==> src/baq_ram.sv <==
// generic single-write, single-read RAM with registered read data
// no dependencies
module baq_ram #(
    parameter int WIDTH = 8,
    parameter int DEPTH = 16
) (
    input  logic                                       clk,
    input  logic                                       we,
    input  logic [((DEPTH > 1) ? $clog2(DEPTH) : 1)-1:0] waddr,
    input  logic [WIDTH-1:0]                           wdata,
    input  logic                                       re,
    input  logic [((DEPTH > 1) ? $clog2(DEPTH) : 1)-1:0] raddr,
    output logic [WIDTH-1:0]                           rdata
);

    logic [WIDTH-1:0] mem [DEPTH];
    logic [WIDTH-1:0] rdata_reg;

    // a read at the address being written returns the old word
    always_ff @(posedge clk)
    begin
        if (we)
            mem[waddr] <= wdata;
        if (re)
            rdata_reg <= mem[raddr];
    end

    assign rdata = rdata_reg;

endmodule

==> config.mk <==
export PLATFORM = sky130hd
export DESIGN_NAME = baq_ram
export DESIGN_NICKNAME = d
export VERILOG_FILES = /design/src/baq_ram.sv
export SDC_FILE = /design/constraint.sdc
export NUM_CORES = 1
export LEC_CHECK = 0
export BUFFER_PORTS_ARGS = -buffer_cell sky130_fd_sc_hd__buf_4
export CORE_UTILIZATION = 54
export CTS_CLUSTER_DIAMETER = 200
export CTS_CLUSTER_SIZE = 8
export DETAILED_ROUTE_END_ITERATION = 12
export PLACE_DENSITY = 0.74
export SYNTH_ARGS = -nofsm -noshare
export SYNTH_HDL_FRONTEND = slang
export SYNTH_SLANG_ARGS = --single-unit
==> constraint.sdc <==
create_clock -name clk -period 1.62 [get_ports clk]
set_clock_uncertainty 0.05 [all_clocks]
set_input_delay 0.162 -clock clk [delete_from_list [all_inputs] [get_ports clk]]
set_output_delay 0.162 -clock clk [all_outputs]
set_load 0.01 [all_outputs]
* After elaboration in Yosys (flattened, before gate mapping) *
Memory sizes are Yosys's and may differ from the RTL's. A register that Yosys moved wholly into a read port is not among the register bits.
Index checks and enable logic that the tools add are counted.

word-level totals
  bits in registers = 0
  bits in writable memories = 128
  bits of input ports = 19
  output and inout bits = 8
  word-level logic and storage cells = 3
  memories = 1

cells by class
  multiplexer cells = 2

memory list
  name  words  width  read ports  clocked after memory_dff  write ports  line  source
  mem   16     8      1           1                         1            16    logic [WIDTH-1:0] mem [DEPTH];

operators by type and width
  operator  count
  $mux 1    2

* Depth between registers and ports, before layout *
Gate-level depths: netlist (run 1).

  depth after elaboration = 2
  mapped depth = 5
  gate-level depth less buffers = 3

* Worst setup path after synthesis (run 1) *
Ideal clock, no wire load.

  path type = input -> register
  from = input port waddr[2] (netlist name)
  to = memory mem[0][0] (enable)
  setup time = 0.383 ns
  arrival time = 1.272 ns
  required time = 1.187 ns
  setup slack = -0.085 ns
  stages = 2
  buffers on the path = 0
  path through = or3b_2 nor3_1

RTL lines
  item                line  source
  start: declaration  9     input logic [((DEPTH > 1) ? $clog2(DEPTH) : 1)-1:0] waddr,
  end: declaration    16

Straight into the memory's write port.

==> flow_metrics.tcl, run 1 <==
set metrics [dict create \
    syn_area_per_cell_um2 22.8 \
    dp_hpwl_mm 6.20 \
    cp_slowest_cell "mux4_1" \
    critPathArrivalTime_ns 1.75 \
    ir_drop_v 0.000664 \
    critPathKind "reg -> reg" \
    htree_num_levels 4 \
    synth_mux_area_share_pct 14.8 \
    viasPerCell 5.70 \
    num-nets-final 316 \
    first_global_vias 2677 \
    fillCellCount 569 \
    vias 2502 \
    die_h_um 100 \
    post_cts_buffers 0 \
    grt_pass1_wl_mm 15.5 \
    power_leakage_nw 2.20 \
    numCtsBuffers 17 \
    die_w_um 100 \
    firstDrtPassIters 4 \
    fin_tns_setup_ns 0 \
    grtUsageTotal_pct 23.1 \
    period_needed_ns 1.55 \
    worstSkewPairLatency_ns 0.52 \
    min_path_type "in -> reg" \
    grt_max_degree 17 \
    max_slew_margin_pct 77.0 \
    period_share_pct 95.8 \
    rsz0062_at_grt "false" \
    synthArstFlopShare_pct 0 \
    hold_end "mem[0][7]" \
    synth-xor-area-share_pct 0 \
    final-setup-viol-count 0 \
    syn_inst 229 \
    yosys.area.top_type "edfxtp_1" \
    wirelength_mm 10.1 \
    ant_nets 0 \
    run_status "finished clean" \
    clockBufferDepth 2 \
    synth_compound_area_share_pct 2.30 \
    synth_area_leaders "edfxtp_1, mux4_2, mux4_1, a22oi_1, nor2_1" \
    ys_types 18 \
    io_pins 27 \
    finalMaxSlewViolations 0 \
    min_path_cells 3 \
    multi_input_area_um2 1060 \
    worstReg2RegStart "mem[9][1]" \
    power_density_nw_per_um2 1290 \
    hold_ws_ns 0.116 \
    end_kind "register" \
    drv_cap 0 \
    drtIter0Drc 176 \
    routabilityCongestion 0.713 \
    cts_tree "yes" \
    synth-seq-cells 136 \
    drt-wirelength-per-cell_um 23.0 \
    fp-row-count 35 \
    grt_overflow_total 0 \
    worst-endpoint-required_ns 1.82 \
    clock-sinks 136 \
    synth_top_family_by_area "multiplexers" \
    ys.flop_type "edfxtp_1" \
    path_cells "mux4_1 > a22oi_1 > nand2_1" \
    netlist_top_cells_count "edfxtp_1, mux4_2, a22oi_1" \
    synth-simple-area-share_pct 3.14 \
    cts_root_buffer "clkbuf_8" \
    drc 0 \
    total_power_mw 8.28 \
    yosysMostFrequentCell "edfxtp_1" \
    regArea_um2 4080 \
    max_slew.worst_pin.slew_ns 0.345 \
    critPathMaxStageDelay_ns 0.52 \
    rr_endpoint "rdata[1]" \
    reg2reg_slack_ns 0.07 \
    layout-drive-gt1-share_pct 33.5 \
    hp-start "waddr[1]" \
    syn_area_um2 5230 \
    antenna_found_initial 0 \
    core_area_um2 9330 \
    design.die.area_um2 10100 \
    largest_reg_flops 128 \
    antenna_cells 0 \
    synth_nets 248 \
    start_util_pct 56.0 \
    crit_path_max_fanout 1 \
    yosys.area_share.adder_pct 0 \
    max_freq_ghz 0.644 \
    start_kind "register" \
    ys_warn_count 0 \
    ys_seq_area_share_pct 78.1 \
    netlist.area_leader.share_pct 78.1 \
    area_growth_pct 23.1 \
    post-route-util_pct 69.0 \
    clk_pin_slew_ns 0.06 \
    reg2reg_depth 3 \
    hold_violations 0 \
    portBuffers 26 \
    synth_edf_count 136 \
]
==> cells by family (layout without fill, tap and decap cells) <==
family / Yosys count / count (layout)
mux: 32 / 32
flops: 136 / 136
compound gates: 16 / 16
simple gates: 35 / 35
buf+inv: 10 / 91
==> power breakdown <==
group | total (mW) | switching, mW | internal (mW)
Combinational | 0.419 | 0.213 | 0.207
Clock | 3.87 | 1.49 | 2.38
Sequential | 3.99 | 0.0257 | 3.96
Total | 8.28 | 1.73 | 6.55
==> critical path, delay by kind of cell (launching register included) <==
kind | cells | cell delay [ns]
AND/OR/NAND/NOR | 1 | 0.07
flip-flops | 1 | 0.39
multiplexers | 1 | 0.52
AO/OA/AOI/OAI | 1 | 0.25
==> stage by stage <==
step	cell area, µm²	setup WS [ns]	std cells
after floorplan	5230	0.126	229
after global placement	5730	-0.0761	398
after detailed placement	5730	-0.0846	398
after CTS	6430	0.0378	439
after global routing	6430	0.0200	439
final	6430	0.0675	439
==> cell type report <==
cell class | instances | share of cell area [%]
clock buffers | 17 | 6.44
well taps | 129 | 2.51
multi-input cells | 83 | 16.5
clock inverters | 15 | 3.03
flip-flops and latches | 136 | 63.5
repair buffers | 59 | 8.01
==> how the worst max path moves through the flow <==
stage | start | endpoint | slack [ns]
2_1_floorplan | raddr[0] | rdata[1] | 0.13
3_3_place_gp | raddr[0] | rdata[4] | -0.08
3_5_place_dp | raddr[0] | rdata[4] | -0.08
4_1_cts | mem[0][5] | rdata[5] | 0.04
5_1_grt | mem[9][4] | rdata[4] | 0.02
6_report | mem[9][1] | rdata[1] | 0.07
==> placed cells by master, fill, tap and decap left out, types with 7 or more instances in the layout <==
| cell | n |
|---|---|
| nand2_1 | 9 |
| buf_4 | 46 |
| dlygate4sd3_1 | 9 |
| edfxtp_1 | 136 |
| mux4_1 | 13 |
| nor2_1 | 13 |
| clkbuf_16 | 16 |
| clkinv_4 | 7 |
| a22oi_1 | 15 |
| mux4_2 | 19 |
==> timing repair <==
action                                  CTS  global route
resized for setup                         0             2
hold buffers                              9             0
endpoints found under the setup margin    0             2
endpoints found under the hold margin   136             0
==> per-layer routing <==
layer / part of all wire [%] / track usage [%] / vias to the layer above
li1: - / - / 1122
met1: 40 / 29.0 / 1255
met2: 51 / 37.1 / 113
met3: 7.2 / 7.31 / 12
met4: 1.5 / 10.4 / 0
met5: 0 / 0 / -
(Power assumes the default switching activity.)
==> inputs of run 2 (changes only) <==
--- a/config.mk
+++ b/config.mk
@@ -5,12 +5,13 @@
 export SDC_FILE = /design/constraint.sdc
 export NUM_CORES = 1
 export LEC_CHECK = 0
+export ABC_AREA = 1
 export BUFFER_PORTS_ARGS = -buffer_cell sky130_fd_sc_hd__buf_4
-export CORE_UTILIZATION = 54
+export CORE_UTILIZATION = 50
 export CTS_CLUSTER_DIAMETER = 200
 export CTS_CLUSTER_SIZE = 8
 export DETAILED_ROUTE_END_ITERATION = 12
-export PLACE_DENSITY = 0.74
+export PLACE_DENSITY = 0.7
 export SYNTH_ARGS = -nofsm -noshare
 export SYNTH_HDL_FRONTEND = slang
 export SYNTH_SLANG_ARGS = --single-unit
==> run 2 against run 1 <==
Compared with the run above:
- area after synthesis grew 12%
- register-to-register slack gained 0.30 ns
- cell count grew 71%
- worst hold slack got worse by 0.097 ns
- power rose by 3.9%
- largest cell class unchanged
==> flow_metrics.tcl, run 2 <==
set metrics [dict create \
    final_common_cell "nand2_1" \
    num-nets-final 613 \
    clk_pin_slew_ns 0.06 \
    netlist_top_cells_count "nand2_1, edfxtp_1, inv_1" \
    fp-row-count 39 \
    period_share_pct 77.5 \
    wirelength_mm 13.2 \
    ys_types 11 \
    power_leakage_nw 2.98 \
    synth_edf_count 136 \
    run_status "finished clean" \
    antenna_found_initial 0 \
    synthArstFlopShare_pct 0 \
    dp_hpwl_mm 7.85 \
    post_cts_buffers 0 \
    cts_tree "yes" \
    portBuffers 26 \
    top_usage_layer "met2" \
    io_pins 27 \
    syn_area_per_cell_um2 10.6 \
    ir_drop_v 0.000602 \
    critPathArrivalTime_ns 1.38 \
    end_kind "register" \
    drtIter0Drc 335 \
    grt_max_degree 65 \
    grtUsageTotal_pct 24.5 \
    final_cell_mix "nand2_1, edfxtp_1, inv_1, nand3_1, buf_4" \
    routabilityCongestion 0.811 \
    ys.flop_type "edfxtp_1" \
    rsz0062_at_grt "false" \
    vias 3932 \
    worstSkewPairLatency_ns 0.42 \
    met2_usage_pct 40.0 \
    start_util_pct 51.2 \
    syn_area_um2 5850 \
    clockBufferDepth 2 \
    crit_path_max_fanout 1 \
    synth_area_leaders "edfxtp_1, nand2_1, nand3_1, inv_1, buf_6" \
    fin_tns_setup_ns 0 \
    antenna_cells 0 \
    cts.hold.buffers_added 1 \
    clock-sinks 136 \
    final-setup-viol-count 0 \
    area_growth_pct 18.1 \
    netlist.area_leader.share_pct 69.8 \
    min_path_type "in -> reg" \
    synth_nets 570 \
    power_density_nw_per_um2 1250 \
    ys_warn_count 0 \
    drt-wirelength-per-cell_um 17.6 \
    viasPerCell 5.24 \
    ant_nets 0 \
    cts_root_buffer "clkbuf_16" \
    layout-drive-gt1-share_pct 12.7 \
    max_slew.worst_pin.slew_ns 0.540 \
    max_freq_ghz 0.797 \
    synth-seq-cells 136 \
    htree_num_levels 4 \
    period_needed_ns 1.25 \
    drv_cap 0 \
    start_kind "register" \
    hold_violations 0 \
    finalMaxSlewViolations 0 \
    numCtsBuffers 17 \
    core_area_um2 11400 \
    grt_pass1_wl_mm 20.8 \
    grtUsageMet1_pct 29.6 \
    cts.repair.resized 0 \
    worst-endpoint-required_ns 1.74 \
    yosysMostFrequentCell "nand2_1" \
    firstDrtPassIters 6 \
    drc 0 \
    ys_seq_area_share_pct 69.8 \
    critPathKind "reg -> reg" \
    first_global_vias 3956 \
    syn_inst 551 \
    total_power_mw 8.60 \
    max_slew_margin_pct 64.0 \
    design.die.area_um2 12100 \
    largest_reg_flops 128 \
    grt_overflow_total 0 \
    yosys.area.top_type "edfxtp_1" \
    die_h_um 110 \
    grt_use_met3_pct 6.47 \
    die_w_um 110 \
]
## run 2: worst max-delay path, stage by stage (launching register included)
cell,delay (ns)
edfxtp_1,0.37
inv_1,0.06
nand2_1,0.06
nand3_1,0.08
nand3_1,0.12
nand3_1,0.20
nand2_1,0.08
## run 2: final cells by class
class,count,area [µm²]
fillers,939,4510
repair buffers,48,413
clock inverters,14,205
clock buffers,18,429
well taps,143,179
inverters,102,383
multi-input cells,289,1210
flip-flops and latches,136,4080
## run 2: cells by family after synthesis
group	Yosys count	share of synthesized area [%]
buffers and inverters	126	9.39
AND/OR/NAND/NOR	289	20.8
flip-flops	136	69.8
## run 2: worst paths after layout
| check | start | cells past startpoint | slack, ns | endpoint |
|---|---|---|---|---|
| setup / recovery | mem[0][7] | 6 | 0.37 | rdata[7] |
| hold / removal | wdata[2] | 1 | 0.02 | mem[4][2] |
| setup reg to reg | mem[0][7] | 6 | 0.37 | rdata[7] |
| hold reg to reg | mem[14][4] | 6 | 0.71 | rdata[4] |
## run 2: routing by layer
metal / part of all wire, % / up-vias
met5: 0 / -
met4: 2.9 / 0
met3: 7.9 / 30
met2: 50 / 172
met1: 39 / 1863
li1: - / 1867
## run 2: metrics by stage
| step | instance area, µm² | std cells | util, % | hold WS [ns] | setup slack, ns |
|---|---|---|---|---|---|
| 2_1_floorplan | 5850 | 551 | - | 0.211 | 0.457 |
| 3_3_place_gp | 6260 | 717 | 54.8 | 0.428 | 0.0887 |
| 3_5_place_dp | 6260 | 717 | 54.8 | 0.428 | 0.0671 |
| 4_1_cts | 6910 | 750 | 60.5 | 0.0101 | 0.380 |
| 5_1_grt | 6910 | 750 | 60.5 | 0.0249 | 0.261 |
| 6_report | 6910 | 750 | 60.5 | 0.0192 | 0.365 |
## run 2: where the power goes
group          switching [mW]  internal (mW)
Sequential             0.0233           3.97
Clock                    1.39           2.71
Combinational           0.345          0.170
==> inputs of run 3 (changes only) <==
==> constraint.sdc (replaced) <==
create_clock -name clk -period 1.1 [get_ports clk]
set_clock_uncertainty 0.05 [all_clocks]
set_input_delay 0.11 -clock clk [delete_from_list [all_inputs] [get_ports clk]]
set_output_delay 0.11 -clock clk [all_outputs]
set_load 0.01 [all_outputs]
==> run 3 against run 2 <==
Compared with the run above:
- the flow now finishes with violations (setup timing)
- wire length increased by 2.4%
- critical endpoint is now rdata[5]
- highest routed layer unchanged
- core utilization up 3.3 points
- sequential cell count is the same
- critical path depth stayed put
- count of clock-buffer cells in the layout is 1 higher
==> flow_metrics.tcl, run 3 (synthesis gave the netlist of run 2 again) <==
set metrics [dict create \
    design.die.area_um2 12100 \
    cts_root_buffer "clkbuf_16" \
    period_share_pct 106 \
    dp_hpwl_mm 8.11 \
    antenna_found_initial 0 \
    reg2reg_depth 6 \
    ir_drop_v 0.00111 \
    cts_tree "yes" \
    wirelength_mm 13.5 \
    first_global_vias 3867 \
    numCtsBuffers 17 \
    layout-drive-gt1-share_pct 20.5 \
    final-setup-viol-count 12 \
    rr_endpoint "rdata[5]" \
    drv_cap 0 \
    htree_num_levels 4 \
    max_slew.worst_pin.slew_ns 0.460 \
    die_h_um 110 \
    viasPerCell 5.21 \
    worst-endpoint-required_ns 1.21 \
    io_pins 27 \
    clk_pin_slew_ns 0.06 \
    period_needed_ns 1.16 \
    post_cts_buffers 0 \
    critPathLaunch "mem[5][5]" \
    worstReg2RegStart "mem[5][5]" \
    area_growth_pct 24.5 \
    power_leakage_nw 3.14 \
    fin_cells 758 \
    num-nets-final 621 \
    grt_overflow_total 0 \
    drtIter0Drc 239 \
    hp-start "wdata[5]" \
    fin_ws_ns -0.0618 \
    rsz0062_at_grt "true" \
    critPathArrivalTime_ns 1.28 \
    vias 3951 \
    max_freq_ghz 0.861 \
    drt-wirelength-per-cell_um 17.8 \
    start_util_pct 51.2 \
    end_kind "register" \
    clock-sinks 136 \
    antenna_cells 0 \
    firstDrtPassIters 5 \
    critPathKind "reg -> reg" \
    grt_pass1_wl_mm 21.0 \
    hold_ws_ns 0.00920 \
    largest_reg_flops 128 \
    drc 0 \
    core_area_um2 11400 \
    finalMaxSlewViolations 0 \
    dp_slack_ns -0.276 \
    fp-row-count 39 \
    final_cell_mix "nand2_1, edfxtp_1, inv_1, nand3_1, buf_4" \
    worstSkewPairLatency_ns 0.42 \
    ant_nets 0 \
    place_inst 722 \
    hold_violations 0 \
    violations "setup timing" \
    max_slew_margin_pct 69.3 \
    grtUsageTotal_pct 24.7 \
    reg2reg_slack_ns -0.06 \
    power_density_nw_per_um2 1770 \
    min_path_type "in -> reg" \
    start_kind "register" \
    run_status "finished with violations" \
    portBuffers 26 \
    routabilityCongestion 0.823 \
    clockBufferDepth 2 \
    total_power_mw 12.8 \
    endpoint "rdata[5]" \
    crit_path_max_fanout 1 \
    fin_tns_setup_ns -0.338 \
    grt_max_degree 65 \
    die_w_um 110 \
    final_common_cell "nand2_1" \
]
==> run 3: cell types whose count changed in the layout (fill, tap and decap cells not counted), sizes merged <==
cell	before	now
buf	47	52
clkbuf	18	19
clkinv	5	7
clkinvlp	4	1
dlygate4sd3	1	4
==> run 3: timing repair <==
item	CTS	global route
hold buffers	4	0
resized for setup	36	18
pin swaps	20	21
endpoints found under the setup margin	16	16
hold endpoints to repair	51	0
==> run 3: worst max-delay path: stages (launching register included) <==
cell and delay [ns]:
edfxtp_1 0.36, inv_1 0.06, nand2_1 0.05, nand3_1 0.10
nand3_1 0.09, nand3_2 0.13, nand2_1 0.06
==> run 3: worst min-delay path by stage <==
stage	end	slack, ns	cells after the start
floorplan	mem[0][0]	0.16	0
global placement	rdata[7]	0.36	1
detailed placement	rdata[7]	0.36	1
CTS	mem[0][5]	0.005	1
global route	mem[0][3]	0.01	1
finish	mem[0][5]	0.009	1
==> run 3: through the flow <==
stage	instance area [µm²]	utilization, %
CTS	7200	63.0
global route	7280	63.7
detailed placement	6350	55.6
finish	7280	63.7
global placement	6350	55.6
floorplan	5850	-
==> run 3: area by class of cell <==
class	count	area, µm²
Sequential cell	136	4080
Timing Repair Buffer	56	561
Fill cell	893	4140
Multi-Input combinational cell	289	1440
Tap cell	143	179
Inverter	102	383
Clock buffer	19	433
Clock inverter	13	203
==> run 3: power breakdown <==
| group | switching (mW) | leakage (nW) | internal, mW |
|---|---|---|---|
| sequential | 0.0376 | 1.24 | 5.84 |
| combinational | 0.573 | 1.60 | 0.332 |
| clock | 2.06 | 0.308 | 4.01 |
| total | 2.67 | 3.14 | 10.2 |
==> run 3: metal layers <==
layer  up-vias  wire (µm)  GRT usage [%]
met1      1901       5770           33.0
met4         0        205           7.61
met2       145       6690           40.0
met3        19        849           6.17
li1       1886          -              -
met5         -          0              0
