## config.mk

```make
export PLATFORM = sky130hd
export DESIGN_NAME = baq_scan
export DESIGN_NICKNAME = d
export VERILOG_FILES = /design/src/baq_pkg.sv /design/src/baq_scan.sv
export SDC_FILE = /design/constraint.sdc
export NUM_CORES = 1
export LEC_CHECK = 0
export BUFFER_PORTS_ARGS = -buffer_cell sky130_fd_sc_hd__buf_2
export CORE_ASPECT_RATIO = 1.75
export CORE_MARGIN = 2
export CORE_UTILIZATION = 40
export DETAILED_ROUTE_END_ITERATION = 7
export GPL_ROUTABILITY_DRIVEN = 0
export SLEW_MARGIN = 30
export SYNTH_ARGS = -nofsm -noshare
export SYNTH_HDL_FRONTEND = slang
export SYNTH_SLANG_ARGS = --single-unit
```

## constraint.sdc

```tcl
create_clock -name clk -period 3.7 [get_ports clk]
set_input_delay 0.74 -clock clk [delete_from_list [all_inputs] [get_ports clk]]
set_output_delay 0.74 -clock clk [all_outputs]
set_load 0.03 [all_outputs]
```

## src/baq_pkg.sv

```systemverilog
// shared constants, types and functions of the block-average four-level quantizer
// no dependencies; used by baq_scan and the top level by scoped names
package baq_pkg;

    // block columns kept in the accumulator memory
    localparam int MAX_COLUMNS = 400;

    // image dimensions
    localparam int DIM_W        = 14;
    localparam int POS_W        = 13;
    localparam int DIM_LIMIT    = 8192;
    localparam int RESET_WIDTH  = 640;
    localparam int RESET_HEIGHT = 480;

    // block side, ceil(width / MAX_COLUMNS)
    localparam int MAX_SIDE   = (DIM_LIMIT + MAX_COLUMNS - 1) / MAX_COLUMNS;
    localparam int RESET_SIDE = (RESET_WIDTH + MAX_COLUMNS - 1) / MAX_COLUMNS;
    localparam int SIDE_W     = $clog2(MAX_SIDE + 1);

    // reciprocal of MAX_COLUMNS, exact for the whole range of width + MAX_COLUMNS - 1
    localparam int RECIP_SHIFT = 24;
    localparam int RECIP_W     = RECIP_SHIFT + 1;
    localparam int RECIP       = ((1 << RECIP_SHIFT) + MAX_COLUMNS - 1) / MAX_COLUMNS;

    // block column index and counter
    localparam int BC_W   = (MAX_COLUMNS > 1) ? $clog2(MAX_COLUMNS) : 1;
    localparam int BCNT_W = $clog2(MAX_COLUMNS + 1);

    // accumulator entry: pixel sum and pixel count of one block
    localparam int CNT_W = $clog2(MAX_SIDE * MAX_SIDE + 1);
    localparam int SUM_W = $clog2(MAX_SIDE * MAX_SIDE * 255 + 1);
    localparam int ACC_W = SUM_W + CNT_W;
    localparam int CMP_W = SUM_W + CNT_W + 2;

    // configuration register indexes
    localparam int CFG_IDX_W = 2;
    localparam logic [CFG_IDX_W-1:0] CFG_WIDTH  = CFG_IDX_W'(0);
    localparam logic [CFG_IDX_W-1:0] CFG_HEIGHT = CFG_IDX_W'(1);

    typedef struct packed {
        logic [BC_W-1:0] addr;
        logic            fresh;
        logic            emit;
        logic            row_start;
        logic            img_end;
    } scan_t;

    function automatic logic [DIM_W-1:0] clamp_dim(input logic [DIM_W-1:0] d);
        logic [DIM_W-1:0] r;
        r = d;
        if (d == '0)
            r = DIM_W'(1);
        else if (d > DIM_W'(DIM_LIMIT))
            r = DIM_W'(DIM_LIMIT);
        return r;
    endfunction

    // level = number of k in 1..3 with 4*sum >= k*255*count
    function automatic logic [1:0] quantize(input logic [SUM_W-1:0] sum,
                                            input logic [CNT_W-1:0] count);
        logic [CMP_W-1:0] s4;
        logic [CMP_W-1:0] c1;
        logic [CMP_W-1:0] c2;
        logic [CMP_W-1:0] c3;
        logic [1:0]       lv;
        s4 = CMP_W'(sum) << 2;
        c1 = CMP_W'(count) * CMP_W'(255);
        c2 = CMP_W'(count) * CMP_W'(510);
        c3 = CMP_W'(count) * CMP_W'(765);
        if (s4 >= c3)
            lv = 2'd3;
        else if (s4 >= c2)
            lv = 2'd2;
        else if (s4 >= c1)
            lv = 2'd1;
        else
            lv = 2'd0;
        return lv;
    endfunction

endpackage

```

## src/baq_scan.sv

```systemverilog
// raster position counters, image size registers and block side
// depends on baq_pkg
module baq_scan (
    input  logic                           clk,
    input  logic                           rst_n,
    input  logic                           cfg_write,
    input  logic [baq_pkg::CFG_IDX_W-1:0]  cfg_index,
    input  logic [baq_pkg::DIM_W-1:0]      cfg_data,
    input  logic                           step,
    output baq_pkg::scan_t                 scan
);

    logic [baq_pkg::POS_W-1:0]  width_m1_reg,  width_m1_next;
    logic [baq_pkg::POS_W-1:0]  height_m1_reg, height_m1_next;
    logic [baq_pkg::SIDE_W-1:0] side_m1_reg,   side_m1_next;
    logic [baq_pkg::POS_W-1:0]  pixel_col_reg, pixel_col_next;
    logic [baq_pkg::POS_W-1:0]  pixel_row_reg, pixel_row_next;
    logic [baq_pkg::SIDE_W-1:0] col_in_block_reg, col_in_block_next;
    logic [baq_pkg::SIDE_W-1:0] row_in_band_reg,  row_in_band_next;
    logic [baq_pkg::BCNT_W-1:0] block_column_reg, block_column_next;

    logic [baq_pkg::DIM_W-1:0]                      dim;
    logic [baq_pkg::DIM_W:0]                        side_num;
    logic [baq_pkg::DIM_W+baq_pkg::RECIP_W:0]       side_prod;
    logic [baq_pkg::SIDE_W-1:0]                     side_val;
    logic                                           row_end;
    logic                                           block_end;
    logic                                           bottom_row;
    logic                                           last_row;
    logic                                           img_end;

    // ceil(width / MAX_COLUMNS) by reciprocal multiply
    always_comb
    begin
        dim       = baq_pkg::clamp_dim(cfg_data);
        side_num  = {1'b0, dim} + (baq_pkg::DIM_W+1)'(baq_pkg::MAX_COLUMNS - 1);
        side_prod = (baq_pkg::DIM_W+baq_pkg::RECIP_W+1)'(side_num)
                  * (baq_pkg::DIM_W+baq_pkg::RECIP_W+1)'(baq_pkg::RECIP);
        side_val  = baq_pkg::SIDE_W'(side_prod >> baq_pkg::RECIP_SHIFT);
    end

    always_comb
    begin
        row_end    = pixel_col_reg >= width_m1_reg;
        block_end  = col_in_block_reg >= side_m1_reg;
        bottom_row = pixel_row_reg >= height_m1_reg;
        last_row   = (row_in_band_reg >= side_m1_reg) || bottom_row;
        img_end    = row_end && bottom_row;

        if (block_column_reg >= baq_pkg::BCNT_W'(baq_pkg::MAX_COLUMNS))
            scan.addr = baq_pkg::BC_W'(baq_pkg::MAX_COLUMNS - 1);
        else
            scan.addr = block_column_reg[baq_pkg::BC_W-1:0];
        // first pixel of a block in its band starts a new accumulation
        scan.fresh     = (row_in_band_reg == '0) && (col_in_block_reg == '0);
        scan.emit      = (block_end || row_end) && last_row;
        scan.row_start = block_column_reg == '0;
        scan.img_end   = img_end;
    end

    always_comb
    begin
        width_m1_next     = width_m1_reg;
        height_m1_next    = height_m1_reg;
        side_m1_next      = side_m1_reg;
        pixel_col_next    = pixel_col_reg;
        pixel_row_next    = pixel_row_reg;
        col_in_block_next = col_in_block_reg;
        row_in_band_next  = row_in_band_reg;
        block_column_next = block_column_reg;

        if (cfg_write && (cfg_index == baq_pkg::CFG_WIDTH || cfg_index == baq_pkg::CFG_HEIGHT))
        begin
            if (cfg_index == baq_pkg::CFG_WIDTH)
            begin
                width_m1_next = baq_pkg::POS_W'(dim - baq_pkg::DIM_W'(1));
                side_m1_next  = side_val - baq_pkg::SIDE_W'(1);
            end
            else
            begin
                height_m1_next = baq_pkg::POS_W'(dim - baq_pkg::DIM_W'(1));
            end
            // a write to the width or height register restarts the frame
            pixel_col_next    = '0;
            pixel_row_next    = '0;
            col_in_block_next = '0;
            row_in_band_next  = '0;
            block_column_next = '0;
        end
        else if (step)
        begin
            if (row_end)
            begin
                pixel_col_next    = '0;
                col_in_block_next = '0;
                block_column_next = '0;
                if (img_end)
                begin
                    pixel_row_next   = '0;
                    row_in_band_next = '0;
                end
                else
                begin
                    pixel_row_next   = pixel_row_reg + baq_pkg::POS_W'(1);
                    row_in_band_next = last_row ? '0
                                     : row_in_band_reg + baq_pkg::SIDE_W'(1);
                end
            end
            else
            begin
                pixel_col_next = pixel_col_reg + baq_pkg::POS_W'(1);
                if (block_end)
                begin
                    col_in_block_next = '0;
                    block_column_next = block_column_reg + baq_pkg::BCNT_W'(1);
                end
                else
                begin
                    col_in_block_next = col_in_block_reg + baq_pkg::SIDE_W'(1);
                end
            end
        end
    end

    always_ff @(posedge clk or negedge rst_n)
    begin
        if (!rst_n)
        begin
            width_m1_reg     <= baq_pkg::POS_W'(baq_pkg::RESET_WIDTH - 1);
            height_m1_reg    <= baq_pkg::POS_W'(baq_pkg::RESET_HEIGHT - 1);
            side_m1_reg      <= baq_pkg::SIDE_W'(baq_pkg::RESET_SIDE - 1);
            pixel_col_reg    <= '0;
            pixel_row_reg    <= '0;
            col_in_block_reg <= '0;
            row_in_band_reg  <= '0;
            block_column_reg <= '0;
        end
        else
        begin
            width_m1_reg     <= width_m1_next;
            height_m1_reg    <= height_m1_next;
            side_m1_reg      <= side_m1_next;
            pixel_col_reg    <= pixel_col_next;
            pixel_row_reg    <= pixel_row_next;
            col_in_block_reg <= col_in_block_next;
            row_in_band_reg  <= row_in_band_next;
            block_column_reg <= block_column_next;
        end
    end

endmodule

```

Word level (Yosys, flattened, before mapping)
Cells that the tools add are included.
Widths: inputs -> output; s select.
{"block": "word_totals", "romBits": 0, "mem_count": 0, "out_inout_bits": 13, "wordCells": 67, "latchBits": 0, "ramBits": 0, "ff_bits": 76}
{"block": "classes", "n_lt_le_gt_ge": 6, "n_addsub": 8, "bitwise": 1, "reduce_logical": 19, "multipliers": 1, "n_div": 0, "shift": 0, "muxes": 23, "eq_ne": 1}
{"cell": "$mux 13", "count": 7}
{"cell": "$mux 5", "count": 9}
{"cell": "$mux 9", "count": 5}
{"cell": "$mux 14", "count": 2}
{"cell": "$add 13x1->13 const B", "count": 2}
{"cell": "$ge 13x13->1", "count": 2}
{"cell": "$mul 15x13->26 const B", "count": 1}
{"cell": "$add 14x9->15 const B", "count": 1}
{"cell": "$gt 14x14->1 const B", "count": 1}
{"cell": "$logic_not 14->1", "count": 1}
{"cell": "$sub 13x1->13 const B", "count": 1}
{"cell": "$add 5x1->5 const B", "count": 2}
{"cell": "$ge 5x5->1", "count": 2}
{"cell": "$logic_not 5->1", "count": 2}
{"cell": "$add 9x1->9 const B", "count": 1}
{"cell": "$ge 9x9->1 const B", "count": 1}
{"cell": "$logic_not 9->1", "count": 1}
{"cell": "$reduce_and 2->1", "count": 4}
{"cell": "$sub 5x1->5 const B", "count": 1}
{"cell": "$logic_and 1x1->1", "count": 4}
{"cell": "$reduce_bool 2->1", "count": 2}
{"cell": "$logic_or 1x1->1", "count": 3}
{"cell": "$reduce_bool 3->1", "count": 1}
{"cell": "$eq 2x1->1 const B", "count": 1}
{"cell": "2 further kinds", "count": 2}

Depth between registers and ports, before layout
{"block": "logic_depth", "depth_word": 7, "mapped_depth": 35}

Worst setup path after synthesis
No wires, ideal clock.
{"block": "synth_path", "path_kind": "input to register", "from": "in cfg_data[5] (netlist bit)", "to": "reg side_m1_reg[4] (netlist bit)", "path_stages": 34, "path_slack_ns": -4.115, "t_required_ns": 3.613, "arrival_time_ns": 7.729, "cell_sequence": "buf_2 -> nor4_2 -> nand4_1 -> a21oi_2 -> inv_2 -> ha_1 -> clkbuf_1 -> nand2_1 -> nand3_1 -> o21ai_0 -> nand2_1 -> xnor2_1 -> nor2_1 -> inv_1 -> fa_1 -> inv_1 -> ha_1 -> inv_1 -> fa_1 -> inv_1 -> fa_1 -> inv_1 -> fa_1 -> inv_1 -> ha_1 -> a21o_1 -> a211oi_1 -> o21ai_0 -> a2bb2oi_1 -> and3_4 -> mux2_1 -> a22o_1 -> a211o_1 -> o211ai_1"}
{"block": "synth_via", "elab_chain_len": 6}
{"element": "from (decl)", "line": "baq_scan.sv:8", "text": "input logic [baq_pkg::DIM_W-1:0] cfg_data,"}
{"element": "$gt 14x14->1", "line": "baq_pkg.sv:53", "text": "else if (d > DIM_W'(DIM_LIMIT))"}
{"element": "$mux 14", "line": "baq_pkg.sv:53"}
{"element": "$mux 14 *", "line": "baq_pkg.sv:51", "text": "if (d == '0)"}
{"element": "$add 14x9->15 *", "line": "baq_scan.sv:36", "text": "side_num = {1'b0, dim} + (baq_pkg::DIM_W+1)'(baq_pkg::MAX_COLUMNS - 1);"}
{"element": "via side_num (one bit)", "line": "baq_scan.sv:23", "text": "logic [baq_pkg::DIM_W:0] side_num;"}
{"element": "$mul 15x13->26 *", "line": "baq_scan.sv:38", "text": "* (baq_pkg::DIM_W+baq_pkg::RECIP_W+1)'(baq_pkg::RECIP);"}
{"element": "$sub 5x1->5 *", "line": "baq_scan.sv:77", "text": "side_m1_next = side_val - baq_pkg::SIDE_W'(1);"}
{"element": "to (signal assigned)", "line": "baq_scan.sv:131", "text": "side_m1_reg <= baq_pkg::SIDE_W'(baq_pkg::RESET_SIDE - 1);"}
{"element": "to (signal assigned)", "line": "baq_scan.sv:142", "text": "side_m1_reg <= side_m1_next;"}
{"element": "to (decl)", "line": "baq_scan.sv:15", "text": "logic [baq_pkg::SIDE_W-1:0] side_m1_reg, side_m1_next;"}
The timed path passes the listed nets; every way through them passes the cells marked *.
A chain may end at the register's enable or synchronous reset.

Final worst setup path
{"block": "layout_path", "from": "in cfg_data[11] (netlist bit)", "to": "reg side_m1_reg[4] (netlist bit)"}
The elaborated chain is that of the path after synthesis.

==> run_results.csv <==
group,metric,value,unit
worst_setup_path,crit_end,"side_m1_reg[4]$_DFFE_PN0P_",
placement,place_area,0.0102,mm2
worst_setup_path,worstSetupStartpoint,"cfg_data[11]",
floorplanning,die_h,199,um
drt,drtPass1Iterations,5,
synthesis,ys_types,65,
global_route,antenna_found_initial,0,
timing,setup_viol,5,
placement,pre_cts_slack,-3.76,ns
worst_setup_path,rr_worst_depth,11,
clock_network,htreeDepth,3,
worst_setup_path,critPathCaptureType,"flop",
drt,detail_route.vias_per_cell,5.08,
synthesis,synth_cells,1007,
layout,postLayoutCoreUtil,0.513,
timing,setup_ws,-3.24,ns
clock_network,cts-buffers-inserted,9,
placement,place.port_buffers,32,
clock_network,clkSlewWorstSetupHoldPaths,0.06,ns
layout,synthToLayoutAreaGrowth,26.1,%
timing,slew_viol_final,0,
drt,wl_met1,8460,um
synthesis,synth_xor_xnor_area_share,0.0422,
drt,routed.top_layer,"met4",
pwr,swShare,0.448,
layout,multiInputGateArea,0.00642,mm2
status,run_status,"finished with violations",
placement,dp_hpwl,19000,um
worst_setup_path,critical_path.max_stage_delay,0.53,ns
layout,regArea,0.00192,mm2
floorplanning,core,0.0214,mm2
layout,nets,1388,
pwr,clkPwrFrac,0.102,
pwr,ir_drop,0.625,mV
layout,nFillCells,2062,
synthesis,yosysWarnings,0,
synthesis,synth_mux_area_frac,0.00775,
timing,max_freq,144,MHz
timing,hold_viol,0,
timing,skew,0.00654,ns
synthesis,synth_top_family_by_area,"adder cells",
drt,post_drt_wl_per_cell,15.7,um
pwr,p_int,5.00,mW
synthesis,synth_area,0.00871,mm2
floorplanning,rows,71,
pwr,combPwrFrac,0.773,
synthesis,synthSimpleGateAreaFrac,0.164,
floorplanning,start_util,0.407,
synthesis,synth_edf_count,0,
layout,diodes,0,
synthesis,ys_ff_latch,76,
worst_setup_path,criticalPathCategory,"primary input to flop",
timing,tightest_slew,0.734,ns
floorplanning,io_pins,33,
synthesis,async_flop_share,1.00,
clock_network,clockBufferDepth,2,
synthesis,yosys.area.top_type,"ha_1",
synthesis,synth_compound_area_frac,0.129,
drt,drc,0,
worst_setup_path,cp_max_fo,5,
global_route,first_global_vias,7738,
pwr,switchingPower,4.06,mW
flow_run,cap_violations,0,
timing,rsz0062_at_grt,"true",
clock_network,tritoncts,"built",
drt,wl_met3,320,um
clock_network,cts.sinks,76,
synthesis,yosysTopAreaCellShare,0.201,
floorplanning,die_x,116,um
worst_setup_path,r2r_setup_slack,0.67,ns
synthesis,synth_commonest_cells,"inv_1 (177), ha_1 (140), nand2_1 (93)",
timing,setup-tns-final,-15.07,ns
pwr,power_per_cell_area,824,mW/mm2
pwr,power_frac_seq,0.125,
drt,routed_wl,22900,um
global_route,grt_pass1_wl,37500,um
timing,slew_headroom,0.510,
worst_setup_path,worstPathArrival,7.19,ns
synthesis,avgSynthCellArea,8.65,um2
synthesis,synth.most_common_cell,"inv_1",
global_route,grtUsageTotal,0.209,
status,violations,"negative setup slack",
clock_network,worst_skew_pair.late_latency,0.34,ns
synthesis,synthFlopType,"dfrtp_1",
synthesis,synth_area_leaders,"ha_1 (20%), dfrtp_1 (17%), fa_1 (14%), inv_1 (7.6%), dfstp_2 (5.1%)",
synthesis,yosysSeqAreaShare,0.221,
drt,dr_total_vias,7432,
worst_setup_path,path_common_cell,"inv_2",
layout,drive_gt1_frac,0.249,
global_route,grt_max_degree,77,
layout,design_area,0.0110,mm2
worst_setup_path,required,3.95,ns
min_path,min_path_type,"primary input to async pin",
worst_setup_path,cp-start-kind,"primary input",
worst_setup_path,critPathSlowestCell,"fa_2",
timing,hold_ws,0.417,ns
timing,timing.final.crit_share,1.88,
global_route,grt_overflow,0,
timing,min_period,6.94,ns
worst_setup_path,r2r_end,"row_in_band_reg[1]$_DFFE_PN0P_",
clock_network,root_buffer,"clkbuf_16",
drt,drt-initial-drc-count,317,
worst_setup_path,regToRegStartpoint,"width_m1_reg[0]$_DFFE_PN1P_",
drt,ant_nets,0,
synthesis,synth-adder-area-share,0.343,
floorplanning,die_area,0.0230,mm2
pwr,power_leakage,5.60,nW
drt,wl_met2,13300,um
## repair_timing
| action | 4_1_cts | 5_1_grt |
|---|---|---|
| buffers inserted | 17 | 6 |
| endpoints found under the setup margin | 6 | 7 |
| gates resized for setup | 44 | 12 |
| hold buffers | 0 | 0 |
| pin swaps | 29 | 17 |
## worst max-delay path: cells and delay by family
kind            cells  cell delay [ns]
simple gates        7             1.28
xor+xnor            1             0.16
mux                 1             0.29
buf+inv             8             0.55
compound gates      9             1.53
fa+ha+maj           7             2.62
## cell type report
| class | count | area share |
|---|---|---|
| clock buffers | 13 | 0.0277 |
| inverters | 178 | 0.0615 |
| flip-flops and latches | 76 | 0.175 |
| well taps | 292 | 0.0332 |
| clock inverters | 3 | 0.00205 |
| repair buffers | 174 | 0.116 |
| multi-input cells | 727 | 0.585 |
## cells by family (layout without fill, tap and decap cells)
group,after synthesis,count (layout)
compound gates,185,185
xor+xnor,42,42
fa+ha+maj,202,202
buf+inv,209,368
flops,76,76
mux,6,6
other cells,2,7
simple gates,285,285
## worst min path at each step
stage	slack, ns	cells past startpoint	endpoint	start
5_1_grt	0.48	1	col_in_block_reg[3]$_DFFE_PN0P_	rst_n
6_report	0.42	1	col_in_block_reg[3]$_DFFE_PN0P_	rst_n
3_3_place_gp	0.46	2	height_m1_reg[5]$_DFFE_PN0P_	height_m1_reg[5]$_DFFE_PN0P_
3_5_place_dp	0.47	2	side_m1_reg[0]$_DFFE_PN1P_	side_m1_reg[0]$_DFFE_PN1P_
2_1_floorplan	0.44	0	block_column_reg[0]$_DFFE_PN0P_	rst_n
4_1_cts	0.46	1	side_m1_reg[2]$_DFFE_PN0P_	rst_n
## power by group through the flow
stage | clock network [mW] | registers [mW] | logic, mW
CTS | 0.942 | 1.13 | 6.91
detailed placement | 0 | 1.15 | 5.94
global placement | 0 | 1.14 | 5.85
floorplan | 0 | 1.10 | 4.00
finish | 0.924 | 1.13 | 7.00
global route | 0.965 | 1.15 | 7.86
## cells in the final DEF (no fill, tap or decap), drive strengths merged, types with 16 or more instances in the layout
master	instances
xor2	18
nand2b	16
nand2	93
and3	19
inv	178
dfrtp	59
fa	62
ha	140
dfstp	17
o21ai	65
buf	174
nand3	22
nor2	61
a21oi	52
xnor2	24
## routing by layer
layer | track usage | up-vias
met1 | 0.218 | 3599
li1 | - | 3678
met5 | 0 | -
met2 | 0.417 | 111
met4 | 0.0848 | 0
met3 | 0.0121 | 44
## metrics by stage
| stage | power, mW | std cells |
|---|---|---|
| finish | 9.06 | 1463 |
| global route | 9.98 | 1463 |
| CTS | 8.99 | 1458 |
| detailed placement | 7.09 | 1426 |
| global placement | 6.99 | 1426 |
| floorplan | 5.10 | 1012 |
(Power assumes the default switching activity.)
